[config.mk]
export PLATFORM = sky130hd
export DESIGN_NAME = partition_sort_by_key_match
export DESIGN_NICKNAME = d
export VERILOG_FILES = /design/src/hdl/psbk_pkg.sv /design/src/hdl/partition_sort_by_key_match.sv /design/src/hdl/psbk_regs.sv /design/src/hdl/psbk_front.sv /design/src/hdl/psbk_fifo.sv /design/src/hdl/psbk_sorter.sv
export SDC_FILE = /design/constraint.sdc
export NUM_CORES = 2
export LEC_CHECK = 0
export BUFFER_PORTS_ARGS = -buffer_cell sky130_fd_sc_hd__buf_2
export CORE_ASPECT_RATIO = 0.5
export CORE_MARGIN = 10
export CORE_UTILIZATION = 50
export CTS_CLUSTER_SIZE = 8
export DETAILED_ROUTE_END_ITERATION = 7
export PLACE_DENSITY = 0.68
export RECOVER_POWER = 25
export SLEW_MARGIN = 20
export SYNTH_ARGS = -nofsm -noshare
export SYNTH_HDL_FRONTEND = slang
export SYNTH_SLANG_ARGS = --single-unit
[constraint.sdc]
create_clock -name i_clk -period 7.22 [get_ports i_clk]
set_input_delay 0.722 -clock i_clk [delete_from_list [all_inputs] [get_ports i_clk]]
set_output_delay 0.722 -clock i_clk [all_outputs]
set_load 0.05 [all_outputs]
[src/hdl/psbk_pkg.sv]
// psbk_pkg: shared widths, types and constants for the grouped record sorter.
// No dependencies; every other file in hdl/ uses it by scoped names.
package psbk_pkg;

    localparam int MAX_RECORDS = 64;
    localparam int CNT_W       = $clog2(MAX_RECORDS + 1);

    localparam int YEAR_W   = 12;
    localparam int TARGET_W = 11;
    localparam int MEAN_W   = 16;
    localparam int INDEX_W  = 6;
    localparam int KEY_W    = MEAN_W + 1;

    localparam int ADDR_W = 3;
    localparam int DATA_W = 32;

    localparam int FIFO_DEPTH = 4;
    localparam int FIFO_PTR_W = $clog2(FIFO_DEPTH);

    localparam logic [TARGET_W-1:0] TARGET_RESET = TARGET_W'(2022);

    // register select is paddr[2] (word index)
    localparam logic REG_TARGET_YEAR = 1'b0;

    typedef struct packed {
        logic [MEAN_W-1:0] mean;
        logic              matched;
        logic              last;
    } t_work;

    typedef struct packed {
        logic [INDEX_W-1:0] index;
        logic [MEAN_W-1:0]  mean;
        logic               matched;
    } t_cell;

    typedef enum logic [1:0] {
        ST_INSERT = 2'b01,
        ST_DRAIN  = 2'b10
    } t_state;

    // sort key: match flag above the mean, larger goes first
    function automatic logic [KEY_W-1:0] cell_key(input t_cell c);
        cell_key = {c.matched, c.mean};
    endfunction

endpackage

[src/hdl/partition_sort_by_key_match.sv]
// partition_sort_by_key_match: top level of the grouped descending record sorter.
// Depends on psbk_pkg, psbk_regs, psbk_front, psbk_fifo, psbk_sorter.
//
//  channel   handshake           payload
//  records   push / full         i_record_year, i_record_mean, i_last_record
//  results   pop / empty         o_record_index, o_year_matched, o_final_result
//  config    psel/penable/pwrite target_year at paddr 0 (pwdata/prdata, pready tied high)
//
// Records enter the insertion chain one per cycle while not draining, dropped once 64 are stored;
// a 4-entry queue sits between the classifying front and the chain.
// The record with the last mark starts a drain of N results (N = stored records),
// one per cycle while pop keeps up, through the output register; no records enter the chain meanwhile.
// Synchronous active-low reset; no clearing pass, the stored count alone marks the valid cells.
// Either side may stall freely: full backs up into the queue, pop gaps hold the drain.
module partition_sort_by_key_match (
    input  logic                           i_clk,
    input  logic                           i_rst_n,
    input  logic                           push,
    output logic                           full,
    input  logic [psbk_pkg::YEAR_W-1:0]    i_record_year,
    input  logic [psbk_pkg::MEAN_W-1:0]    i_record_mean,
    input  logic                           i_last_record,
    output logic                           empty,
    input  logic                           pop,
    output logic [psbk_pkg::INDEX_W-1:0]   o_record_index,
    output logic                           o_year_matched,
    output logic                           o_final_result,
    input  logic                           psel,
    input  logic                           penable,
    input  logic                           pwrite,
    input  logic [psbk_pkg::ADDR_W-1:0]    paddr,
    input  logic [psbk_pkg::DATA_W-1:0]    pwdata,
    output logic [psbk_pkg::DATA_W-1:0]    prdata,
    output logic                           pready
);

    logic [psbk_pkg::TARGET_W-1:0] w_target_year;
    logic                          w_fifo_full;
    logic                          w_wr_en;
    psbk_pkg::t_work               w_wr_data;
    logic                          w_fifo_valid;
    psbk_pkg::t_work               w_rd_data;
    logic                          w_take;

    psbk_regs u_regs (
        .i_clk         (i_clk),
        .i_rst_n       (i_rst_n),
        .psel          (psel),
        .penable       (penable),
        .pwrite        (pwrite),
        .paddr         (paddr),
        .pwdata        (pwdata),
        .prdata        (prdata),
        .pready        (pready),
        .o_target_year (w_target_year)
    );

    psbk_front u_front (
        .i_push        (push),
        .i_record_year (i_record_year),
        .i_record_mean (i_record_mean),
        .i_last_record (i_last_record),
        .i_target_year (w_target_year),
        .i_fifo_full   (w_fifo_full),
        .o_full        (full),
        .o_wr_en       (w_wr_en),
        .o_wr_data     (w_wr_data)
    );

    psbk_fifo u_fifo (
        .i_clk     (i_clk),
        .i_rst_n   (i_rst_n),
        .i_wr_en   (w_wr_en),
        .i_wr_data (w_wr_data),
        .o_full    (w_fifo_full),
        .o_valid   (w_fifo_valid),
        .o_rd_data (w_rd_data),
        .i_rd_en   (w_take)
    );

    psbk_sorter u_sorter (
        .i_clk          (i_clk),
        .i_rst_n        (i_rst_n),
        .i_valid        (w_fifo_valid),
        .i_data         (w_rd_data),
        .o_take         (w_take),
        .o_record_index (o_record_index),
        .o_year_matched (o_year_matched),
        .o_final_result (o_final_result),
        .o_empty        (empty),
        .i_pop          (pop)
    );

endmodule

[src/hdl/psbk_regs.sv]
// psbk_regs: APB-style configuration register file (target year).
// Depends on psbk_pkg.
module psbk_regs (
    input  logic                           i_clk,
    input  logic                           i_rst_n,
    input  logic                           psel,
    input  logic                           penable,
    input  logic                           pwrite,
    input  logic [psbk_pkg::ADDR_W-1:0]    paddr,
    input  logic [psbk_pkg::DATA_W-1:0]    pwdata,
    output logic [psbk_pkg::DATA_W-1:0]    prdata,
    output logic                           pready,
    output logic [psbk_pkg::TARGET_W-1:0]  o_target_year
);

    logic [psbk_pkg::TARGET_W-1:0] r_target_year;
    logic                          w_wr;

    assign pready = 1'b1;
    assign w_wr   = psel && penable && pwrite && pready;

    always_ff @(posedge i_clk) begin
        if (!i_rst_n) begin
            r_target_year <= psbk_pkg::TARGET_RESET;
        end else if (w_wr && (paddr[2] == psbk_pkg::REG_TARGET_YEAR)) begin
            r_target_year <= pwdata[psbk_pkg::TARGET_W-1:0];
        end
    end

    always_comb begin
        if (paddr[2] == psbk_pkg::REG_TARGET_YEAR) begin
            prdata = psbk_pkg::DATA_W'(r_target_year);
        end else begin
            prdata = '0;
        end
    end

    assign o_target_year = r_target_year;

endmodule

[src/hdl/psbk_front.sv]
// psbk_front: accepts records and classifies them against the target year.
// Depends on psbk_pkg; feeds psbk_fifo.
module psbk_front (
    input  logic                           i_push,
    input  logic [psbk_pkg::YEAR_W-1:0]    i_record_year,
    input  logic [psbk_pkg::MEAN_W-1:0]    i_record_mean,
    input  logic                           i_last_record,
    input  logic [psbk_pkg::TARGET_W-1:0]  i_target_year,
    input  logic                           i_fifo_full,
    output logic                           o_full,
    output logic                           o_wr_en,
    output psbk_pkg::t_work                o_wr_data
);

    logic w_match;

    // full 12-bit compare: years above 2047 never match
    assign w_match = (i_record_year == {1'b0, i_target_year});

    assign o_full            = i_fifo_full;
    assign o_wr_en           = i_push && !i_fifo_full;
    assign o_wr_data.mean    = i_record_mean;
    assign o_wr_data.matched = w_match;
    assign o_wr_data.last    = i_last_record;

endmodule

[src/hdl/psbk_fifo.sv]
// psbk_fifo: short queue of classified records between front and sorter.
// Depends on psbk_pkg.
module psbk_fifo (
    input  logic             i_clk,
    input  logic             i_rst_n,
    input  logic             i_wr_en,
    input  psbk_pkg::t_work  i_wr_data,
    output logic             o_full,
    output logic             o_valid,
    output psbk_pkg::t_work  o_rd_data,
    input  logic             i_rd_en
);

    psbk_pkg::t_work                 r_mem [psbk_pkg::FIFO_DEPTH];
    logic [psbk_pkg::FIFO_PTR_W-1:0] r_wr_ptr;
    logic [psbk_pkg::FIFO_PTR_W-1:0] r_rd_ptr;
    logic [psbk_pkg::FIFO_PTR_W:0]   r_level;
    logic                            w_wr;
    logic                            w_rd;

    assign o_full    = (r_level == (psbk_pkg::FIFO_PTR_W+1)'(psbk_pkg::FIFO_DEPTH));
    assign o_valid   = (r_level != '0);
    assign w_wr      = i_wr_en && !o_full;
    assign w_rd      = i_rd_en && o_valid;
    assign o_rd_data = r_mem[r_rd_ptr];

    always_ff @(posedge i_clk) begin
        if (w_wr) begin
            r_mem[r_wr_ptr] <= i_wr_data;
        end
    end

    always_ff @(posedge i_clk) begin
        if (!i_rst_n) begin
            r_wr_ptr <= '0;
            r_rd_ptr <= '0;
            r_level  <= '0;
        end else begin
            if (w_wr) begin
                r_wr_ptr <= r_wr_ptr + 1'b1;
            end
            if (w_rd) begin
                r_rd_ptr <= r_rd_ptr + 1'b1;
            end
            if (w_wr && !w_rd) begin
                r_level <= r_level + 1'b1;
            end else if (w_rd && !w_wr) begin
                r_level <= r_level - 1'b1;
            end
        end
    end

endmodule

[src/hdl/psbk_sorter.sv]
// psbk_sorter: insertion chain of sorted cells plus result drain and output register.
// Depends on psbk_pkg; pulls transactions from psbk_fifo.
module psbk_sorter (
    input  logic                          i_clk,
    input  logic                          i_rst_n,
    input  logic                          i_valid,
    input  psbk_pkg::t_work               i_data,
    output logic                          o_take,
    output logic [psbk_pkg::INDEX_W-1:0]  o_record_index,
    output logic                          o_year_matched,
    output logic                          o_final_result,
    output logic                          o_empty,
    input  logic                          i_pop
);

    localparam int N = psbk_pkg::MAX_RECORDS;

    psbk_pkg::t_cell                r_cell [N];
    logic [N-1:0]                   w_keep;
    psbk_pkg::t_cell                w_new;
    logic [psbk_pkg::KEY_W-1:0]     w_key_new;
    psbk_pkg::t_state               r_state;
    logic [psbk_pkg::CNT_W-1:0]     r_count;
    logic [psbk_pkg::INDEX_W-1:0]   r_arrival;
    logic                           r_out_valid;
    logic [psbk_pkg::INDEX_W-1:0]   r_out_index;
    logic                           r_out_match;
    logic                           r_out_final;
    logic                           w_take;
    logic                           w_room;
    logic                           w_ins;
    logic                           w_load;

    assign w_new.index   = r_arrival;
    assign w_new.mean    = i_data.mean;
    assign w_new.matched = i_data.matched;
    assign w_key_new     = psbk_pkg::cell_key(w_new);

    assign w_take = (r_state == psbk_pkg::ST_INSERT) && i_valid;
    assign w_room = (r_count != psbk_pkg::CNT_W'(N));
    assign w_ins  = w_take && w_room;
    assign w_load = (r_state == psbk_pkg::ST_DRAIN) && (!r_out_valid || i_pop);
    assign o_take = w_take;

    // each cell stays put while its key is not below the new one (ties keep order)
    genvar g;
    generate
        for (g = 0; g < N; g++) begin : g_cell
            assign w_keep[g] = (psbk_pkg::CNT_W'(g) < r_count) &&
                               (psbk_pkg::cell_key(r_cell[g]) >= w_key_new);

            always_ff @(posedge i_clk) begin
                if (w_ins) begin
                    if (!w_keep[g]) begin
                        if (g == 0) begin
                            r_cell[g] <= w_new;
                        end else if (w_keep[(g > 0) ? g - 1 : 0]) begin
                            r_cell[g] <= w_new;
                        end else begin
                            r_cell[g] <= r_cell[(g > 0) ? g - 1 : 0];
                        end
                    end
                end else if (w_load) begin
                    // drain shifts the list toward the head
                    r_cell[g] <= r_cell[(g < N - 1) ? g + 1 : g];
                end
            end
        end
    endgenerate

    always_ff @(posedge i_clk) begin
        if (!i_rst_n) begin
            r_state     <= psbk_pkg::ST_INSERT;
            r_count     <= '0;
            r_arrival   <= '0;
            r_out_valid <= 1'b0;
        end else begin
            if (w_load) begin
                r_out_valid <= 1'b1;
            end else if (i_pop && r_out_valid) begin
                r_out_valid <= 1'b0;
            end
            unique case (r_state)
                psbk_pkg::ST_INSERT: begin
                    if (w_take) begin
                        if (w_room) begin
                            r_count   <= r_count + 1'b1;
                            r_arrival <= r_arrival + 1'b1;
                        end
                        if (i_data.last) begin
                            r_state <= psbk_pkg::ST_DRAIN;
                        end
                    end
                end
                psbk_pkg::ST_DRAIN: begin
                    if (w_load) begin
                        r_count <= r_count - 1'b1;
                        if (r_count == psbk_pkg::CNT_W'(1)) begin
                            r_state   <= psbk_pkg::ST_INSERT;
                            r_arrival <= '0;
                        end
                    end
                end
                default: begin
                    r_state <= psbk_pkg::ST_INSERT;
                end
            endcase
        end
    end

    always_ff @(posedge i_clk) begin
        if (w_load) begin
            r_out_index <= r_cell[0].index;
            r_out_match <= r_cell[0].matched;
            r_out_final <= (r_count == psbk_pkg::CNT_W'(1));
        end
    end

    assign o_record_index = r_out_index;
    assign o_year_matched = r_out_match;
    assign o_final_result = r_out_final;
    assign o_empty        = !r_out_valid;

    a_drain_nonempty: assert property (@(posedge i_clk) disable iff (!i_rst_n)
        (r_state == psbk_pkg::ST_DRAIN) |-> (r_count != '0))
        else $error("drain state with no stored records");

    a_final_ends_run: assert property (@(posedge i_clk) disable iff (!i_rst_n)
        (w_load && (r_count == psbk_pkg::CNT_W'(1))) |=>
        ((r_state == psbk_pkg::ST_INSERT) && (r_count == '0) && o_final_result))
        else $error("last result did not close the run");

    a_head_sorted: assert property (@(posedge i_clk) disable iff (!i_rst_n)
        ((r_state == psbk_pkg::ST_INSERT) && (r_count >= psbk_pkg::CNT_W'(2))) |->
        (psbk_pkg::cell_key(r_cell[0]) >= psbk_pkg::cell_key(r_cell[1])))
        else $error("head cells out of order");

    a_count_bound: assert property (@(posedge i_clk) disable iff (!i_rst_n)
        (w_take && !w_room) |=> (r_count == psbk_pkg::CNT_W'(N)))
        else $error("dropped record changed the count");

endmodule
# After elaboration in Yosys (flattened, before gate mapping)
# Memory sizes are Yosys's and may differ from the RTL's. A register that Yosys moved wholly into a read port is not among the register bits.
# Index checks and enable logic that the tools add are counted.
[word_totals] reg_bits=42 mem_bits_rw=1544 mem_count=2 input_bits=71
[mem_list] memory="u_sorter.r_cell" words=64 width=23 rd=64 rd_clocked_by_memory_dff=0 wr=64 line_no="psbk_sorter.sv:18" rtl="psbk_pkg::t_cell r_cell [N];"
[mem_list] memory="u_fifo.r_mem" words=4 width=18 rd=1 rd_clocked_by_memory_dff=1 wr=1 line_no="psbk_fifo.sv:14" rtl="psbk_pkg::t_work r_mem [psbk_pkg::FIFO_DEPTH];"
[op_classes] eq_ne=11 bitwise_logic=128 add_sub_neg=7 reduce_logical=88 n_mux=659 n_lt_le_gt_ge=128
[ops] operator="$mux W23" count=127
[ops] operator="$ge A17 B17 Y1" count=64
[ops] operator="$mux W1" count=513
[ops] operator="$lt A6 B7 Y1 const A" count=32
[ops] operator="$or A1 B1 Y1" count=127
[ops] operator="$lt A5 B7 Y1 const A" count=16
[ops] operator="$logic_and A1 B1 Y1" count=76
[ops] operator="$lt A4 B7 Y1 const A" count=8
[ops] operator="$lt A3 B7 Y1 const A" count=4
[ops] operator="$mux W6" count=4
[ops] operator="$mux W7" count=3
[ops] operator="$lt A1 B7 Y1 const A" count=2
[ops] operator="$lt A2 B7 Y1 const A" count=2
[ops] operator="$pmux W7 S2" count=1
[ops] operator="$eq A12 B11 Y1" count=1
[ops] operator="$mux W2" count=6
[ops] operator="$pmux W6 S2" count=1
[ops] operator="$mux W11" count=1
[ops] operator="$reduce_and A4 Y1" count=2
[ops] operator="$add A7 B1 Y7 const B" count=1
[ops] operator="$eq A7 B1 Y1 const B" count=1
[ops] operator="$ne A7 B7 Y1 const B" count=1
[ops] operator="$sub A7 B1 Y7 const B" count=1
[ops] operator="$add A6 B1 Y6 const B" count=1
[ops] operator="16 further kinds" count=26

# Depth between registers and ports, before layout
# An unclocked memory read counts as a cell.
[depth] depth_word=9 mapped_depth=18 ltp_nobuf=13

# Hierarchy
# From an unflattened synthesis, not the netlist that was laid out.
[hier_totals] hier_cells=8922 hier_area_um2=101589.9
[modules_own_cells] module="psbk_sorter" area_each_um2=97447.2 n_inst=1 seq_area_each_um2=44762.9 cells_per_inst=8661
[modules_own_cells] module="psbk_fifo" area_each_um2=3125.5 n_inst=1 seq_area_each_um2=2342.2 cells_per_inst=142
[modules_own_cells] module="psbk_regs" area_each_um2=742.0 n_inst=1 seq_area_each_um2=220.2 cells_per_inst=84
[modules_own_cells] module="psbk_front" area_each_um2=275.3 n_inst=1 seq_area_each_um2=0.0 cells_per_inst=35

# Worst setup path before layout
# OpenSTA, ideal clock, no wires.
[synth_path] path_type="register to register" start="register with a tool-made name" end="memory u_sorter.r_cell[1][726] (netlist bit) (data pin)" slack_ps=-443 required_time_ps=6960 path_buffers=4 arrival_time_ps=7403 path_stages_with_launch=17 synth_period_minus_slack_ps=7663 cell_sequence="dfxtp_1 > clkbuf_1 > clkbuf_1 > mux2_2 > o21a_1 > inv_1 > clkbuf_1 > ha_1 > nand4_1 > nor4_1 > a211o_1 > a21o_1 > a211o_1 > a211oi_1 > nand2_1 > buf_2 > mux2_2"
[synth_rtl] element="end, declared" line_no="psbk_sorter.sv:18"

==> impl_metrics.yaml <==
clock_network:
  worstSkewPairLatency_ps: 900
  cts_buffer_depth: 4
  cts_tree: "built"
  post-cts-setup-buffer-count: 0
  clock-root-buffer: "clkbuf_16"
  cts_hold_buf: 0
  cts.sinks: 1588
  numCtsBuffers: 224
  cts_max_level: 4
  cts_resized: 0
  path_clk_slew_ps: 60
floorplanning:
  rows: 115
  core-area_um2: 197000
  die_area_um2: 217000
  start_util_pct: 50.3
  ios: 114
  dieWidth_um: 649
  die_h_um: 334
global_routing:
  grt_util_all_layers_pct: 31.0
  grt_pass1_vias: 75300
  grt_pass1_wl_um: 511000
  grt_max_degree: 175
  overflow: 0
  antenna_found_initial: 23
synthesis:
  synth_top_area_cell: "edfxtp_1"
  synth_area_um2: 98800
  yosysTopAreaCellShare_pct: 47.2
  ys_top_cells_by_area: "edfxtp_1 (47%), ha_1 (14%), nand2_1 (5.9%)"
  synth_cells: 9229
  yosys_register_bits: 1588
  synthFlopType: "edfxtp_1"
  ys_types: 89
  synth_edf_count: 1552
  yosysSeqAreaShare_pct: 47.9
  async_flop_share_pct: 0
  ys_warn_count: 0
  avgSynthCellArea_um2: 10.7
timing:
  rsz0062_at_grt: "no"
  period_share_pct: 89.2
  fmax_mhz: 155
  post-route-min-period_ps: 6440
  setup_viol: 0
  slew_headroom_pct: -135
  slew_viol_final: 469
  fin_setup_tns_ps: 0
  skew_ps: 69.5
  hold_viol: 0
  tightest_slew_ps: 3520
  holdWs_ps: 43.3
placement:
  io_buffers: 68
  hpwl_um: 243000
  globalplace.congestion: 0.942
finish:
  n_fill_cell: 16700
  syn_to_final_growth_pct: 9.59
  final_cell_mix: "edfxtp_1 (1552), nand2_1 (1523), ha_1 (1098)"
  layout_commonest_cell: "edfxtp_1"
  drive_above_1_share_pct: 7.25
  seq_area_um2: 47300
  multi_input_area_um2: 48200
  nets: 10300
critical_path:
  end_kind: "register"
  cp-start-kind: "register"
  required_ps: 7820
  rrSetupSlack_ps: 780
  rr_worst_depth: 12
  cp_max_fo: 26
  critical_path_class: "register to register"
  arrival_ps: 7040
  endpoint: "u_sorter.r_cell[0][674]"
  timing.rr.end: "u_sorter.r_cell[0][674]"
route:
  drt_iter0_drc: 12100
  vias_per_cell: 6.93
  via_count: 82200
  dr.pass1.iters: 7
  postRouteAntennaNets: 0
  wire_per_inst_um: 29.8
  drc_errors: 0
  wirelength_um: 354000
min_path:
  worstHoldPathCells: 3
  hp-class: "primary input to register"
job:
  maxCapViolCount: 16
run_status:
  status: "complete, but fails checks"
  failed_checks: "max-capacitance violations, max-slew violations"
[layer usage]
layer,track usage (%),up-vias,share of wire [%]
met2,44.1,5874,41
met4,12.5,18,4.4
met1,43.6,40000,39
met3,9.66,872,15
li1,-,35500,-
met5,0.627,-,0.063
[worst max-delay path: stages, from the launching register on]
cell      delay (ps)
dfxtp_1          630
buf_4            470
mux2_2           390
o21a_1           260
inv_4            470
clkbuf_1         890
ha_1             390
a31oi_1          520
o41ai_1          170
o32ai_1          800
buf_4            450
nand2_4          190
a221o_1          380
[how the worst min path moves through the flow]
stage	startpoint	endpoint	slack, ps
5_1_grt	pwdata[5]	u_regs.o_target_year[5]	50
6_report	pwdata[8]	u_regs.o_target_year[8]	40
4_1_cts	pwdata[8]	u_regs.o_target_year[8]	10
2_1_floorplan	u_sorter.r_cell[0][17]	u_sorter.o_record_index[0]	430
3_3_place_gp	u_sorter.r_cell[0][22]	u_sorter.o_record_index[5]	460
3_5_place_dp	u_sorter.r_cell[0][22]	u_sorter.o_record_index[5]	450
[cells by family (layout without fill, tap and decap cells)]
family | Yosys count | in the layout | synth area share [%]
DFF | 1588 | 1588 | 47.9
adders and majority gates | 1099 | 1099 | 13.9
xor gates and xnor gates | 25 | 25 | 0.222
muxes | 318 | 318 | 3.28
and+or+nand+nor | 2764 | 2764 | 12.3
other | 2 | 46 | 0.00760
buffers and inverters | 919 | 874 | 3.76
AOI/OAI and AO/OA | 2514 | 2514 | 18.6
[cells in the mapped netlist, types with 31 or more instances]
cell / count
a211oi_1: 48
a21o_1: 176
a21oi_1: 485
a221o_1: 482
a22oi_1: 205
and2_1: 31
and3_1: 125
and4_1: 44
buf_2: 100
buf_4: 31
clkbuf_1: 504
dfxtp_1: 36
edfxtp_1: 1552
ha_1: 1098
inv_1: 248
mux2_2: 39
mux2i_1: 278
nand2_1: 1548
nand2b_1: 49
nand3_1: 159
nand4_1: 115
nor2_1: 449
nor2b_1: 63
nor3_1: 106
o211ai_1: 285
o21a_1: 37
o21ai_0: 361
o221ai_1: 154
o31ai_1: 59
[final cells by class]
cell class | instances | share of cell area (%)
antenna | 24 | 0.0555
sequential | 1588 | 43.7
inverter | 252 | 0.919
timing repair buffer | 318 | 2.18
tap | 2632 | 3.04
multi-input combinational | 6742 | 44.5
clock buffer | 299 | 5.50
clock inverter | 5 | 0.0844
[stage by stage]
step	instances	util (%)	worst slack, ps	area (um^2)
global placement	11500	52.0	1710	102000
finish	11900	55.1	781	108000
floorplan	9249	-	288	98900
detailed placement	11500	52.1	1690	102000
global route	11800	55.1	677	108000
CTS	11800	55.2	1640	108000
[registers in the layout, summed over array words and instances (netlist names), named ones only]
| register | flops |
|---|---|
| u_sorter.r_cell | 1472 |
| u_sorter.r_count | 7 |
| u_sorter.r_state | 2 |
| u_sorter.r_out_valid | 1 |
| u_sorter.r_arrival | 6 |
| u_sorter.o_year_matched | 1 |
| u_sorter.o_final_result | 1 |
| u_fifo.r_rd_ptr | 2 |
| u_fifo.r_level | 3 |
| u_fifo.r_mem | 72 |
| u_fifo.r_wr_ptr | 2 |
| u_regs.o_target_year | 11 |
| u_sorter.o_record_index | 6 |
Power is not shown: default switching activity piles up to over one toggle a cycle in this logic, so the estimate is an artifact.
